<file path="src/htd_pkg.sv">
// htd_pkg: shared types and constants of the hot thread detector
// no dependencies; used by htd_cell and hot_thread_detector

package htd_pkg;

   localparam int ID_W     = 32;
   localparam int CTIME_W  = 64;
   localparam int STREAK_W = 8;
   localparam int CONF_W   = 8;

   localparam logic [STREAK_W-1:0] STREAK_MAX = 8'd255;

   // one thread entry: id and accumulated cpu time
   typedef struct packed {
      logic [ID_W-1:0]    tid;
      logic [CTIME_W-1:0] ctime;
   } entry_type;

   // contents of one chain cell: entry of the previous snapshot and of the current one
   typedef struct packed {
      entry_type prev;
      entry_type cur;
   } cell_type;

endpackage

</file>
<file path="src/htd_cell.sv">
// htd_cell: one storage cell of the rotating snapshot chain
// depends on htd_pkg (cell_type)

module htd_cell (
   input  logic              clock,
   input  logic              shift_en,   // take the neighbor's contents
   input  logic              copy_en,    // current entry becomes previous entry
   input  htd_pkg::cell_type nb_d,
   output htd_pkg::cell_type cell_q
);

   htd_pkg::cell_type cell_ff;
   htd_pkg::cell_type cell_in;

   always_comb begin
      cell_in = cell_ff;
      if (shift_en) begin
         cell_in = nb_d;
      end else if (copy_en) begin
         cell_in.prev = cell_ff.cur;
      end
   end

   always_ff @(posedge clock) begin
      cell_ff <= cell_in;
   end

   assign cell_q = cell_ff;

endmodule

</file>
<file path="config.mk">
export PLATFORM = sky130hd
export DESIGN_NAME = htd_cell
export DESIGN_NICKNAME = d
export VERILOG_FILES = /design/src/htd_pkg.sv /design/src/htd_cell.sv
export SDC_FILE = /design/constraint.sdc
export NUM_CORES = 1
export LEC_CHECK = 0
export ABC_AREA = 1
export BUFFER_PORTS_ARGS = -buffer_cell sky130_fd_sc_hd__buf_4
export CAP_MARGIN = 20
export CORE_AREA = 2 2 150 152
export DETAILED_ROUTE_END_ITERATION = 12
export DIE_AREA = 0 0 152 154
export GPL_TIMING_DRIVEN = 0
export PLACE_DENSITY = 0.57
export SETUP_SLACK_MARGIN = 0.02
export SYNTH_ARGS = -nofsm -noshare
export SYNTH_HDL_FRONTEND = slang
export SYNTH_SLANG_ARGS = --single-unit
</file>
<file path="constraint.sdc">
create_clock -name clock -period 2.67 [get_ports clock]
set_input_delay 0.1335 -clock clock [delete_from_list [all_inputs] [get_ports clock]]
set_output_delay 0.1335 -clock clock [all_outputs]
set_load 0.03 [all_outputs]
</file>
==> out/metrics.csv <==
metric,value,unit
Die X,152,um
Final Max Tran Viols,0,
setup slack after layout,0.291,ns
WHS Endpoint,cell_q[173],
core area,0.0217,sq mm
"IR drop worst, VDD",365,uV
post-synthesis cell count,503,
Adder-Cell Fraction of Synth Area,0,
main combinational cell family by area after synthesis,simple AND/OR/NAND/NOR gates,
GRT overflow,0,
Synth Area in XOR/XNOR,0,
Syn Std Cell Area,0.00700,sq mm
via count,5942,
Initial Util,0.323,
Worst Hold Launch,nb_d[173],
H-tree level count,4,
pwr dens,615,mW/mm^2
Worst R2R End,cell_q[128],
crit path DAT,2.48,ns
routability cong.,0.790,
Sink Count,192,
Post-DP Area,0.0103,sq mm
final setup skew,0.00937,ns
number of flip-flops in the largest register,192,
Nets,1293,
Final TNS setup,0,ns
Final Hold Viols,0,
drt via density,4.27,
critical path type,in -> reg,
dpl hpwl,15.9,mm
Initial DRC Count,309,
Final Cycle Share,0.891,
RSZ-0062 raised after global routing,false,
Synth Area in Simple Gates,0.155,
CTS tree,done,
CP required,2.77,ns
layout cells sized above 1,0.396,
Worst Tran Pin Value,0.739,ns
final instance area,0.0127,sq mm
fmax,420,MHz
mux share of post-synthesis cell area,0,
"critical path fanouts, max",51,
DR WL/cell,16.5,um
vias in the first global route,6349,
area delta synth->final,81.8,%
hold depth,3,
Die ar.,0.0234,sq mm
post-synthesis compound-gate area fraction,0,
Setup WS pre-CTS,-0.198,ns
Yosys reg bits,192,
Rel. slew slack,0.507,
P_leak,5.80,nW
hold slack final,0.0345,ns
status,"complete, no violations",
Total GRT Usage,0.196,
max-cap violations,0,
syn nets,698,
Clock Tree Root,clkbuf_16,
FF-to-FF setup slack,1.81,ns
reg2reg start,cell_q[32],
Routed WL,23.0,mm
largest net degree at the start of global routing,52,
drt first pass iters,4,
post-synthesis sequential area ratio,0.823,
mean area per synthesized cell,13.9,sq um
Ys Warns,0,
Crit. End Element,register,
port bufs,386,
# IOs,387,
first-pass GRT wire length,35.4,mm
CP Launch Type,input port,
synth unique cells,7,
worst-skew pair later-pin latency,0.42,ns
final setup vio count,0,
Rows,54,
Power Total,7.84,mW
drt drc,0,
shortest period the worst path allows,2.38,ns
initial antenna violation count,1,
chip height,154,um
"CTS clk-pin slew, worst paths",0.07,ns
Worst R2R Path Depth,2,
Hold WC Path Type,in -> reg,
Routed Antenna Nets,0,
Num CTS Buffers,17,
clk buf depth,2,
post-CTS setup buffer count,0,
-- cells by family after synthesis --
group | Yosys count
simple gates | 289
buf+inv | 22
flops | 192
-- how the worst max path moves through the flow --
stage | start | to | slack [ns] | depth (start not counted)
after floorplan | shift_en | cell_q[100] | 0.66 | 3
after global placement | shift_en | cell_q[126] | -1.36 | 4
after detailed placement | shift_en | cell_q[127] | -0.20 | 6
after CTS | shift_en | cell_q[127] | 0.26 | 6
after global routing | shift_en | cell_q[138] | 0.15 | 6
final | shift_en | cell_q[127] | 0.29 | 6
-- synth_stat cells (all sizes together) --
cell,number,area share
edfxtp,192,0.82
or2,1,0.00089
buf,21,0.021
nand2,288,0.15
inv,1,0.00089
-- per-layer routing --
metal	global-route usage	vias to the layer above	wire, um
met3	0.0657	28	1650
li1	-	2890	-
met1	0.220	2746	8880
met4	0.0623	0	442
met5	0	-	0
met2	0.351	278	12000
-- metrics by stage --
stage,util,cells
global route,0.587,1390
detailed placement,0.475,1171
finish,0.587,1391
global placement,0.473,1169
floorplan,-,503
CTS,0.586,1389
-- critical path, stage by stage --
cell and delay [ns]:
buf_4 0.56, buf_16 0.32, buf_4 0.26, buf_6 0.17
or2_4 0.58, buf_16 0.33
-- timing repair --
item | 4_1_cts | 5_1_grt
hold buffers | 187 | 1
gates resized for setup | 0 | 0
hold endpoints to repair | 187 | 1
-- cell usage in the layout (no fill, tap or decap) --
master           n
inv_4            1
clkinvlp_4       5
diode_2          1
edfxtp_1       192
nand2_1        288
inv_6            2
clkbuf_16       17
or2_4            1
buf_2           14
inv_8            4
buf_6            6
buf_4          387
clkinv_2         1
buf_16           2
dlygate4sd3_1  188
clkbuf_1         2
-- where the power goes --
group	internal, mW	switching (mW)	leakage [nW]
Combinational	0.751	0.944	3.62
Sequential	3.63	0.114	1.93
Clock	1.22	1.18	0.250
-- layout make-up --
cell class | count | area [sq um]
antenna | 1 | 2.50
buffer | 21 | 145
clock buffer | 19 | 433
clock inverter | 12 | 105
fill | 1789 | 8960
inverter | 1 | 6.26
multi-input combinational | 289 | 1090
sequential | 192 | 5770
tap | 280 | 350
timing repair buffer | 576 | 4830
(Power assumes the default switching activity.)
